`config.mk`:
```
export PLATFORM = sky130hd
export DESIGN_NAME = priority_command_queue_top
export DESIGN_NICKNAME = d
export VERILOG_FILES = /design/src/rtl/pcq_pkg.sv /design/src/rtl/priority_command_queue_top.sv /design/src/rtl/pcq_store.sv /design/src/rtl/pcq_age_cmp.sv /design/src/rtl/pcq_seq.sv
export SDC_FILE = /design/constraint.sdc
export NUM_CORES = 2
export LEC_CHECK = 0
export ABC_AREA = 1
export BUFFER_PORTS_ARGS = -buffer_cell sky130_fd_sc_hd__buf_2
export CAP_MARGIN = 20
export CORE_UTILIZATION = 33
export DETAILED_ROUTE_END_ITERATION = 16
export GPL_TIMING_DRIVEN = 0
export HOLD_SLACK_MARGIN = 0.15
export PLACE_DENSITY = 0.53
export REMOVE_ABC_BUFFERS = 1
export SYNTH_ARGS = -nofsm -noshare
export SYNTH_HDL_FRONTEND = slang
export SYNTH_SLANG_ARGS = --single-unit
```
`constraint.sdc`:
```
create_clock -name i_clk -period 18.7 [get_ports i_clk]
set_clock_uncertainty 0.15 [all_clocks]
set_input_delay 0.935 -clock i_clk [delete_from_list [all_inputs] [get_ports i_clk]]
set_output_delay 0.935 -clock i_clk [all_outputs]
set_load 0.05 [all_outputs]
```
`src/rtl/pcq_pkg.sv`:
```
// shared types, constants and pointer helpers for the priority command queue
package pcq_pkg;

    localparam int DEPTH  = 16;
    localparam int PTR_W  = (DEPTH > 2) ? $clog2(DEPTH) : 1;
    localparam int FILL_W = 4;

    localparam logic [31:0] MAX_AGE_RST = 32'd100;

    localparam logic [2:0] OP_ENQ   = 3'd0;
    localparam logic [2:0] OP_DEQ   = 3'd1;
    localparam logic [2:0] OP_PEEK  = 3'd2;
    localparam logic [2:0] OP_CLEAR = 3'd3;
    localparam logic [2:0] OP_CLEAN = 3'd4;

    typedef logic [PTR_W-1:0] t_ptr;

    typedef struct packed {
        logic [2:0]  operation;
        logic        cmd_is_stop;
        logic [31:0] cmd_payload;
        logic [31:0] cmd_time;
        logic [31:0] now_time;
    } t_req;

    typedef struct packed {
        logic              ok;
        logic              out_is_stop;
        logic [31:0]       out_payload;
        logic [31:0]       out_time;
        logic [FILL_W-1:0] fill_count;
        logic              is_empty;
        logic              is_full;
    } t_resp;

    typedef struct packed {
        logic        stop;
        logic [31:0] payload;
        logic [31:0] tstamp;
    } t_entry;

    typedef struct packed {
        logic   en;
        t_ptr   addr;
        t_entry data;
    } t_wr_port;

    typedef struct packed {
        logic en;
        t_ptr addr;
    } t_rd_port;

    function automatic t_ptr ptr_inc(input t_ptr p);
        if (p == t_ptr'(DEPTH - 1)) begin
            return '0;
        end
        return p + t_ptr'(1);
    endfunction

    function automatic t_ptr ptr_dec(input t_ptr p);
        if (p == '0) begin
            return t_ptr'(DEPTH - 1);
        end
        return p - t_ptr'(1);
    endfunction

    function automatic t_ptr ptr_fill(input t_ptr wp, input t_ptr rp);
        logic [PTR_W:0] d;
        d = {1'b0, wp} - {1'b0, rp};
        if (wp < rp) begin
            d = d + (PTR_W + 1)'(DEPTH);
        end
        return d[PTR_W-1:0];
    endfunction

    function automatic logic [FILL_W-1:0] fill_field(input t_ptr f);
        logic [31:0] w;
        w = 32'(f);
        return w[FILL_W-1:0];
    endfunction

endpackage

```
`src/rtl/priority_command_queue_top.sv`:
```
// priority command queue top level: config register, sequencer, storage, age compare
// Enqueue into a non-full queue, a refused enqueue, clear or an unused code, and dequeue,
// peek or cleanup on an empty queue go straight from idle to the result state. Dequeue
// and cleanup examine front entries one by one and peek only the front one; each look
// at an entry is a registered read of the single storage read port followed by the age
// compare. A stop command into a full queue scans for the oldest non-stop entry and then
// moves the entries behind it up one by one in the close-up. A finished result sits in an
// output register, so the next request is taken while it waits. max_age may be written
// at any time the queue is idle (ready always high).
module priority_command_queue_top (
    input  logic           i_clk,
    input  logic           i_rst_n,
    input  logic           i_req_valid,
    output logic           o_req_ready,
    input  pcq_pkg::t_req  i_req,
    output logic           o_resp_valid,
    input  logic           i_resp_ready,
    output pcq_pkg::t_resp o_resp,
    input  logic           i_cfg_valid,
    output logic           o_cfg_ready,
    input  logic [31:0]    i_cfg_data
);

    logic [31:0]       r_max_age;
    pcq_pkg::t_wr_port wr;
    pcq_pkg::t_rd_port rd;
    pcq_pkg::t_entry   rd_data;
    logic              stale;
    logic [31:0]       age_now;

    assign o_cfg_ready = 1'b1;

    always_ff @(posedge i_clk) begin
        if (!i_rst_n) begin
            r_max_age <= pcq_pkg::MAX_AGE_RST;
        end else if (i_cfg_valid && o_cfg_ready) begin
            r_max_age <= i_cfg_data;
        end
    end

    pcq_store u_store (
        .i_clk     (i_clk),
        .i_wr      (wr),
        .i_rd      (rd),
        .o_rd_data (rd_data)
    );

    pcq_age_cmp u_age (
        .i_now     (age_now),
        .i_tstamp  (rd_data.tstamp),
        .i_max_age (r_max_age),
        .o_stale   (stale)
    );

    pcq_seq u_seq (
        .i_clk        (i_clk),
        .i_rst_n      (i_rst_n),
        .i_req_valid  (i_req_valid),
        .o_req_ready  (o_req_ready),
        .i_req        (i_req),
        .o_resp_valid (o_resp_valid),
        .i_resp_ready (i_resp_ready),
        .o_resp       (o_resp),
        .o_wr         (wr),
        .o_rd         (rd),
        .i_rd_data    (rd_data),
        .i_stale      (stale),
        .o_age_now    (age_now)
    );

endmodule

```
`src/rtl/pcq_store.sv`:
```
// entry storage: one write port, one registered read port
module pcq_store (
    input  logic              i_clk,
    input  pcq_pkg::t_wr_port i_wr,
    input  pcq_pkg::t_rd_port i_rd,
    output pcq_pkg::t_entry   o_rd_data
);

    pcq_pkg::t_entry r_mem [pcq_pkg::DEPTH];
    pcq_pkg::t_entry r_rd_data;

    always_ff @(posedge i_clk) begin
        if (i_wr.en) begin
            r_mem[i_wr.addr] <= i_wr.data;
        end
        if (i_rd.en) begin
            r_rd_data <= r_mem[i_rd.addr];
        end
    end

    assign o_rd_data = r_rd_data;

endmodule

```
`src/rtl/pcq_age_cmp.sv`:
```
// shared staleness compare: modular age against the configured limit
module pcq_age_cmp (
    input  logic [31:0] i_now,
    input  logic [31:0] i_tstamp,
    input  logic [31:0] i_max_age,
    output logic        o_stale
);

    logic [31:0] age;

    assign age     = i_now - i_tstamp;
    assign o_stale = age > i_max_age;

endmodule

```
`src/rtl/pcq_seq.sv`:
```
// queue sequencer: pointers, scan / close-up / stale walk, result register
module pcq_seq (
    input  logic              i_clk,
    input  logic              i_rst_n,
    input  logic              i_req_valid,
    output logic              o_req_ready,
    input  pcq_pkg::t_req     i_req,
    output logic              o_resp_valid,
    input  logic              i_resp_ready,
    output pcq_pkg::t_resp    o_resp,
    output pcq_pkg::t_wr_port o_wr,
    output pcq_pkg::t_rd_port o_rd,
    input  pcq_pkg::t_entry   i_rd_data,
    input  logic              i_stale,
    output logic [31:0]       o_age_now
);

    typedef enum logic [7:0] {
        S_IDLE      = 8'b0000_0001,
        S_FRONT_RD  = 8'b0000_0010,
        S_FRONT_CHK = 8'b0000_0100,
        S_SCAN_RD   = 8'b0000_1000,
        S_SCAN_CHK  = 8'b0001_0000,
        S_SHIFT_RD  = 8'b0010_0000,
        S_SHIFT_WR  = 8'b0100_0000,
        S_DONE      = 8'b1000_0000
    } t_state;

    t_state          r_state, n_state;
    pcq_pkg::t_req   r_req, n_req;
    pcq_pkg::t_ptr   r_wp, n_wp;
    pcq_pkg::t_ptr   r_rp, n_rp;
    pcq_pkg::t_ptr   r_idx, n_idx;
    logic            r_ok, n_ok;
    pcq_pkg::t_entry r_hit, n_hit;
    logic            r_out_valid, n_out_valid;
    pcq_pkg::t_resp  r_out, n_out;

    pcq_pkg::t_entry in_ent;
    pcq_pkg::t_entry held_ent;
    pcq_pkg::t_ptr   fill;
    logic            full;
    logic            empty;
    logic            acc;

    assign o_req_ready  = (r_state == S_IDLE);
    assign acc          = i_req_valid && o_req_ready;
    assign o_resp_valid = r_out_valid;
    assign o_resp       = r_out;
    assign o_age_now    = r_req.now_time;

    assign full  = (pcq_pkg::ptr_inc(r_wp) == r_rp);
    assign empty = (r_wp == r_rp);
    assign fill  = pcq_pkg::ptr_fill(r_wp, r_rp);

    always_comb begin
        in_ent.stop      = i_req.cmd_is_stop;
        in_ent.payload   = i_req.cmd_payload;
        in_ent.tstamp    = i_req.cmd_time;
        held_ent.stop    = r_req.cmd_is_stop;
        held_ent.payload = r_req.cmd_payload;
        held_ent.tstamp  = r_req.cmd_time;
    end

    always_comb begin
        n_state     = r_state;
        n_req       = r_req;
        n_wp        = r_wp;
        n_rp        = r_rp;
        n_idx       = r_idx;
        n_ok        = r_ok;
        n_hit       = r_hit;
        n_out       = r_out;
        n_out_valid = r_out_valid && !i_resp_ready;
        o_wr        = '0;
        o_rd        = '0;

        unique case (r_state)
            S_IDLE: begin
                if (acc) begin
                    n_req   = i_req;
                    n_ok    = 1'b0;
                    n_hit   = '0;
                    n_state = S_DONE;
                    unique case (i_req.operation) inside
                        pcq_pkg::OP_ENQ: begin
                            if (!i_req.cmd_is_stop) begin
                                if (!full) begin
                                    o_wr.en   = 1'b1;
                                    o_wr.addr = r_wp;
                                    o_wr.data = in_ent;
                                    n_wp      = pcq_pkg::ptr_inc(r_wp);
                                    n_ok      = 1'b1;
                                end
                            end else if (!full) begin
                                o_wr.en   = 1'b1;
                                o_wr.addr = pcq_pkg::ptr_dec(r_rp);
                                o_wr.data = in_ent;
                                n_rp      = pcq_pkg::ptr_dec(r_rp);
                                n_ok      = 1'b1;
                            end else begin
                                // full: look for the oldest non-stop entry
                                n_idx   = r_rp;
                                n_state = S_SCAN_RD;
                            end
                        end
                        pcq_pkg::OP_DEQ, pcq_pkg::OP_PEEK, pcq_pkg::OP_CLEAN: begin
                            if (!empty) begin
                                n_state = S_FRONT_RD;
                            end
                        end
                        pcq_pkg::OP_CLEAR: begin
                            n_wp = '0;
                            n_rp = '0;
                        end
                        default: ;
                    endcase
                end
            end
            S_FRONT_RD: begin
                o_rd.en   = 1'b1;
                o_rd.addr = r_rp;
                n_state   = S_FRONT_CHK;
            end
            S_FRONT_CHK: begin
                if (r_req.operation == pcq_pkg::OP_PEEK) begin
                    n_ok    = 1'b1;
                    n_hit   = i_rd_data;
                    n_state = S_DONE;
                end else if (i_stale) begin
                    n_rp = pcq_pkg::ptr_inc(r_rp);
                    if (pcq_pkg::ptr_inc(r_rp) == r_wp) begin
                        n_state = S_DONE;
                    end else begin
                        n_state = S_FRONT_RD;
                    end
                end else begin
                    if (r_req.operation == pcq_pkg::OP_DEQ) begin
                        n_ok  = 1'b1;
                        n_hit = i_rd_data;
                        n_rp  = pcq_pkg::ptr_inc(r_rp);
                    end
                    n_state = S_DONE;
                end
            end
            S_SCAN_RD: begin
                if (r_idx == r_wp) begin
                    // all stops: replace the front entry
                    o_wr.en   = 1'b1;
                    o_wr.addr = r_rp;
                    o_wr.data = held_ent;
                    n_ok      = 1'b1;
                    n_state   = S_DONE;
                end else begin
                    o_rd.en   = 1'b1;
                    o_rd.addr = r_idx;
                    n_state   = S_SCAN_CHK;
                end
            end
            S_SCAN_CHK: begin
                if (!i_rd_data.stop) begin
                    n_state = S_SHIFT_RD;
                end else begin
                    n_idx   = pcq_pkg::ptr_inc(r_idx);
                    n_state = S_SCAN_RD;
                end
            end
            S_SHIFT_RD: begin
                if (pcq_pkg::ptr_inc(r_idx) == r_wp) begin
                    // close-up done: drop the tail slot and put the stop at the front
                    n_wp      = pcq_pkg::ptr_dec(r_wp);
                    n_rp      = pcq_pkg::ptr_dec(r_rp);
                    o_wr.en   = 1'b1;
                    o_wr.addr = pcq_pkg::ptr_dec(r_rp);
                    o_wr.data = held_ent;
                    n_ok      = 1'b1;
                    n_state   = S_DONE;
                end else begin
                    o_rd.en   = 1'b1;
                    o_rd.addr = pcq_pkg::ptr_inc(r_idx);
                    n_state   = S_SHIFT_WR;
                end
            end
            S_SHIFT_WR: begin
                o_wr.en   = 1'b1;
                o_wr.addr = r_idx;
                o_wr.data = i_rd_data;
                n_idx     = pcq_pkg::ptr_inc(r_idx);
                n_state   = S_SHIFT_RD;
            end
            S_DONE: begin
                if (!r_out_valid || i_resp_ready) begin
                    n_out_valid       = 1'b1;
                    n_out.ok          = r_ok;
                    n_out.out_is_stop = r_hit.stop;
                    n_out.out_payload = r_hit.payload;
                    n_out.out_time    = r_hit.tstamp;
                    n_out.fill_count  = pcq_pkg::fill_field(fill);
                    n_out.is_empty    = (fill == '0);
                    n_out.is_full     = (fill == pcq_pkg::t_ptr'(pcq_pkg::DEPTH - 1));
                    n_state           = S_IDLE;
                end
            end
            default: begin
                n_state = S_IDLE;
            end
        endcase
    end

    always_ff @(posedge i_clk) begin
        if (!i_rst_n) begin
            r_state     <= S_IDLE;
            r_wp        <= '0;
            r_rp        <= '0;
            r_out_valid <= 1'b0;
        end else begin
            r_state     <= n_state;
            r_wp        <= n_wp;
            r_rp        <= n_rp;
            r_out_valid <= n_out_valid;
        end
    end

    always_ff @(posedge i_clk) begin
        r_req <= n_req;
        r_idx <= n_idx;
        r_ok  <= n_ok;
        r_hit <= n_hit;
        r_out <= n_out;
    end

`ifndef SYNTHESIS
    a_enq_grows: assert property (@(posedge i_clk) disable iff (!i_rst_n)
        (acc && i_req.operation == pcq_pkg::OP_ENQ && !i_req.cmd_is_stop && !full)
        |=> (fill == $past(fill) + pcq_pkg::t_ptr'(1)))
        else $error("normal enqueue did not grow the queue by one");

    a_clear_ptrs: assert property (@(posedge i_clk) disable iff (!i_rst_n)
        (acc && i_req.operation == pcq_pkg::OP_CLEAR) |=> (r_wp == '0 && r_rp == '0))
        else $error("clear left pointers nonzero");

    a_scan_holds_ptrs: assert property (@(posedge i_clk) disable iff (!i_rst_n)
        (r_state == S_SCAN_CHK) |=> ($stable(r_wp) && $stable(r_rp)))
        else $error("pointers moved during stop scan");

    a_no_write_in_check: assert property (@(posedge i_clk) disable iff (!i_rst_n)
        o_wr.en |-> !(r_state == S_FRONT_CHK || r_state == S_SCAN_CHK || r_state == S_DONE))
        else $error("store written in a check or result state");
`endif

endmodule

```
======== Word-level counts from Yosys, hierarchy flattened ========
Memories as Yosys holds them, arrays and structs flattened. A register that Yosys moved wholly into a read port is not among the register bits.
Index checks and enable logic that the tools add are counted.
Widths: inputs -> output; s select.
word-level totals
  memories ................................ 1
  bits in writable memories ............... 1040
  flip-flop bits (word level) ............. 291
  output and inout port bits .............. 75
  word-level logic and storage cells ...... 211
cells by class
  eq/ne operators ......................... 39
  reduce and logical (&&, ||, !) cells .... 23
  add/sub/neg operators ................... 8
  multiplexer cells ....................... 116
  magnitude comparators ................... 2
memory list
  memory         words  width  rd ports  clocked after Yosys merged registers in  write ports  line            RTL
  u_store.r_mem  16     65     1         1                                        1            pcq_store.sv:9  pcq_pkg::t_entry r_mem [pcq_pkg::DEPTH];
operators with widths
  kind                 count
  $mux 70              7
  $pmux 70 s4          1
  $mux 65              4
  $mux 4               37
  $pmux 65 s2          1
  $mux 8               10
  $pmux 8 s8           1
  $mux 1               44
  $gt 32x32->1         1
  $sub 32x32->32       1
  $pmux 4 s2           3
  $pmux 4 s3           2
  $eq 4x4->1           5
  $reduce_and 6->1     3
  $add 4x1->4 const B  4
  $eq 4x4->1 const B   4
  $pmux 8 s2           1
  $pmux 5 s3           1
  $logic_not 4->1      3
  $ne 2x2->1 const B   6
  $ne 3x3->1 const B   4
  $mux 5               2
  $eq 3x2->1 const B   3
  $eq 8x1->1 const B   1
  other kinds (28)     39

======== Longest topological paths before layout ========
  word-level depth ........................ 17
  mapped depth ............................ 27
  mapped depth without buffers ............ 27

======== Hierarchy ========
From an unflattened synthesis, not the netlist that was laid out.
second synthesis, totals
  cells, all modules ...................... 6130
  area total of the unflattened synthesis .. 63031.7 um^2
modules (own cells, without submodules)
  module                      instances  cells an instance  sequential area each (um^2)  area each (um^2)
  pcq_store                   1          4276               33181.8                      46583.4
  pcq_seq                     1          1010               7607.3                       11817.6
  pcq_age_cmp                 1          645                0.0                          3280.6
  priority_command_queue_top  1          199                640.6                        1350.0

======== Worst setup path after synthesis ========
OpenSTA, ideal clock, no wires.
  kind .................................... register to register
  from .................................... register u_seq.r_state[7]
  to ...................................... memory u_store.r_mem[12][0] in the netlist's numbering (enable)
  setup slack ............................. 9.098 ns
  library setup time ...................... 0.489 ns
  stages on the path, launching flop included .. 12
  data required time ...................... 18.061 ns
  data arrival time ....................... 8.964 ns
  clock period less this slack ............ 9.602 ns
  cell sequence ........................... dfxtp_1 -> nor2_1 -> nand2_1 -> inv_1 -> nand4_1 -> nor2_1 -> nand3_1 -> inv_1 -> nand2_1 -> nand2_1 -> nand3_1 -> nor2_1
on the way
  longest elaborated chain between the ends .. 6
ends and longest elaborated chain
  element                       line                          RTL
  from (decl)                   pcq_seq.sv:29                 t_state r_state, n_state;
  from (signal assigned)        pcq_seq.sv:217                r_state <= n_state;
  $eq 8x1->1                    pcq_seq.sv:46, pcq_seq.sv:78
  $logic_and 1x1->1             pcq_seq.sv:47                 assign acc = i_req_valid && o_req_ready;
  $mux 70                       pcq_seq.sv:80                 if (acc) begin
  $pmux 70 s4 *                 pcq_seq.sv:78                 unique case (r_state)
  $mux 1                        pcq_store.sv:13               if (i_wr.en) begin
  $mux 1 (implied by the code)  pcq_store.sv:14               r_mem[i_wr.addr] <= i_wr.data;
  to (decl)                     pcq_store.sv:9
Mark *: on every way between the ends. The rest lies on a longest branch, timed or not.

======== Worst setup path in the final report ========
  from .................................... register u_store.o_rd_data[2] (netlist name)
  to ...................................... register u_seq.r_hit[38] in the netlist's numbering (enable)
on the way
  longest elaborated chain between the ends .. 4
ends and longest elaborated chain
  element                            line               RTL
  $sub 32x32->32                     pcq_age_cmp.sv:11  assign age = i_now - i_tstamp;
  $gt 32x32->1                       pcq_age_cmp.sv:12  assign o_stale = age > i_max_age;
  $ne 3x2->1 (no source line)        n/a
  $reduce_and 4->1 (no source line)  n/a
  to (signal assigned)               pcq_seq.sv:228     r_hit <= n_hit;
  to (decl)                          pcq_seq.sv:35      pcq_pkg::t_entry r_hit, n_hit;
Every way passes these cells.
A chain may end at the register's enable or synchronous reset.

==> metrics.txt <==
unrepaired setup endpoints after global routing=false; Die Ht=432 µm; Max Used Layer=met5; largest cells by area after synthesis=edfxtp_1 (66%), nand2_1 (8.1%), nand3_1 (7.7%); vias in the first global route=38,927; initial core utilization=33.2%; worst hold path depth=1; total routed wirelength=176,000 µm; Pre-antenna DRT Iters=5; final std cells w/o fill=8,269; Yosys top cell by area=edfxtp_1; post-route ant nets=0; Peak VDD IR=0.0719 mV; via count=40,995; Hold Path Origin=i_req[47]; Distinct cells, synth=45; Fin. Hold Viols=0; GP Congestion=0.830; share of post-route cells with drive strength above 1=10.3%; WHS=0.212 ns; Main synth FF type=edfxtp_1; worst-path fanout max=16; total clock sinks=1,396; reg2reg setup slack=12.49 ns; Hold Path End=u_seq.held_ent[15]; total of warnings raised by yosys=0; Critical R2R Launch=u_store.o_rd_data[2]; post-synthesis cell area=60,900 µm²; R2R Path End=u_seq.r_hit[38]; fin crit period=6.21 ns; clk_lat worst skew=0.79 ns; Nets=5,900; initial antenna violation count=10; CTS tree=built; Clock Path Buffers=3; met2 WL=82,600 µm; metal3 WL=9770 µm; worst-margin pin slew=1.15 ns; DR WL/cell=21.3 µm; number of cell rows=157; IO buf count=210; Inst Count DP=7,895; total grt overflow=0; max cap viols=0; Leak Pwr=27.2 nW; pwr/cell area=106 nW/µm²; CP Capture Type=flop; Routed met1 length=79,400 µm; top post-synthesis cells by count=edfxtp_1 (1,347), nand2_1 (1,315), nand3_1 (940), inv_1 (521), nand3b_1 (316); hpwl dp=104,000 µm; final setup violation count=0; largest net degree at the start of global routing=141; Post-synth EDFFs=1,347; Worst Path Arrival=6.54 ns; Die Area=186,000 µm²; Cells after Synth=5,426; root buf cell=clkbuf_16; initial DRC count=3,739; sequential-to-total area share from yosys stat=68.0%; cell with the most instances after synthesis=edfxtp_1; Area Growth Syn to Fin=17.9%; critical path launch point type=flop; Post-CTS Resized=0; Core Area=183,000 µm²; Final Cycle Share=33.2%; Worst EP required=19.04 ns; # IOs=212; clock transition at the registers of the reported paths=0.06 ns; critical path class=reg2reg; # DRC=0; R2R depth=24; Die Wd=432 µm; number of CTS-inserted buffers=152; Syn Area/Cell=11.2 µm²; H-Tree Depth=4; setup ws final=12.49 ns; first-pass GRT wire length=257,000 µm; global router's overall resource usage=18.5%; Max Freq=161 MHz; Slew HR=22.9%; outcome=finished clean; Synth async-reset ratio=0%; share of the synthesized area in the top cell type=66.4%; HP Class=in2reg; pre-CTS WS=12.54 ns; final max-slew violation count=0; DR vias/cell=4.96; post-synthesis register bit count=1,396
==> area by class of cell <==
class / count / area (µm²)
fillers: 17426 / 111000
flip-flops and latches: 1396 / 41400
multi-input cells: 3187 / 16200
repair buffers: 425 / 4470
clock buffers: 205 / 4160
well taps: 2464 / 3080
inverters: 528 / 2020
clock inverters: 63 / 482
diodes: 1 / 2.50
==> state kept, by name, summed over array words and instances (netlist names) <==
register	count
r_max_age	32
u_seq.held_ent	65
u_seq.o_age_now	32
u_seq.o_resp	72
u_seq.o_resp_valid	1
u_seq.r_hit	65
u_seq.r_idx	4
u_seq.r_ok	1
u_seq.r_req	3
u_seq.r_rp	4
u_seq.r_state	8
u_seq.r_wp	4
u_store.o_rd_data	65
u_store.r_mem	1040
==> kinds of logic after synthesis <==
group,share of synthesized area (%)
AOI/OAI and AO/OA,2.81
xor gates and xnor gates,0.647
DFF,68.0
adders and majority gates,1.52
and+or+nand+nor,21.2
buffers and inverters,5.80
other,0.00616
==> worst max-delay path: stages, from the launching register on <==
cell and delay (ns):
edfxtp_1 0.35, inv_1 0.36, ha_1 0.37, a21oi_1 0.16, nand2_1 0.10, a21oi_1 0.39, o21bai_1 0.23, a21boi_0 0.45
o21ai_0 0.32, nand3_1 0.18, nand2_1 0.06, nand2_1 0.07, nand2_1 0.08, ha_1 0.30, nand2_1 0.07, nor2_1 0.14
nand4_1 0.15, nor2_1 0.28, nand4_1 0.25, nand2_1 0.16, a21oi_1 0.12, a211oi_4 0.49, buf_8 0.25, buf_16 0.17
buf_8 0.18
==> worst max path at each step <==
stage                         startpoint  cells after the start                     to  slack (ns)
global route        u_store.o_rd_data[2]                     24        u_seq.r_hit[42]       12.16
floorplan                 u_seq.r_idx[0]                     13  u_store.o_rd_data[15]        3.88
finish              u_store.o_rd_data[2]                     24        u_seq.r_hit[38]       12.49
detailed placement  u_store.o_rd_data[2]                     24        u_seq.r_hit[54]       12.54
CTS                 u_store.o_rd_data[2]                     24        u_seq.r_hit[42]       12.53
global placement          u_seq.r_idx[0]                     12  u_store.o_rd_data[45]      -13.97
==> placed cells by master, fill, tap and decap left out, types with 32 or more instances in the layout <==
| cell type | n |
|---|---|
| xor2_1 | 32 |
| buf_12 | 58 |
| buf_4 | 41 |
| nand3_1 | 939 |
| nand2_1 | 1312 |
| inv_1 | 519 |
| edfxtp_1 | 1347 |
| a21oi_1 | 88 |
| o21ai_0 | 83 |
| buf_16 | 44 |
| nor2_1 | 150 |
| nand3b_1 | 316 |
| clkbuf_1 | 44 |
| dlygate4sd3_1 | 67 |
| buf_2 | 210 |
| clkbuf_16 | 158 |
| dfxtp_1 | 49 |
| o211ai_1 | 67 |
| ha_1 | 71 |
==> through the flow <==
step | total power (W) | setup TNS, ns | util [%] | cell area, µm²
after global placement | 0.00485 | -6794.85 | 34.6 | 63500
after CTS | 0.00771 | 0 | 39.0 | 71500
after global routing | 0.00794 | 0 | 39.2 | 71800
final | 0.00763 | 0 | 39.2 | 71800
after detailed placement | 0.00485 | 0 | 36.1 | 66200
after floorplan | 0.00447 | 0 | - | 59400
==> per-layer routing <==
layer	GRT usage, %	vias to the layer above
met3	2.55	269
met1	25.9	20130
met4	5.62	8
met5	0	-
met2	29.8	1257
li1	-	19331
==> power by group <==
part | switching [W] | total [W] | leakage (nW) | internal [W]
logic | 0.000685 | 0.00102 | 12.3 | 0.000333
clock network | 0.00122 | 0.00284 | 2.25 | 0.00162
registers | 0.0000748 | 0.00377 | 12.6 | 0.00370
total | 0.00198 | 0.00763 | 27.2 | 0.00566
==> what timing repair did <==
item | 4_1_cts | 5_1_grt
endpoints found under the hold margin | 67 | 0
setup buffers | 0 | 0
hold buffers | 67 | 0
Note: power is estimated with default switching activity, not from simulation.
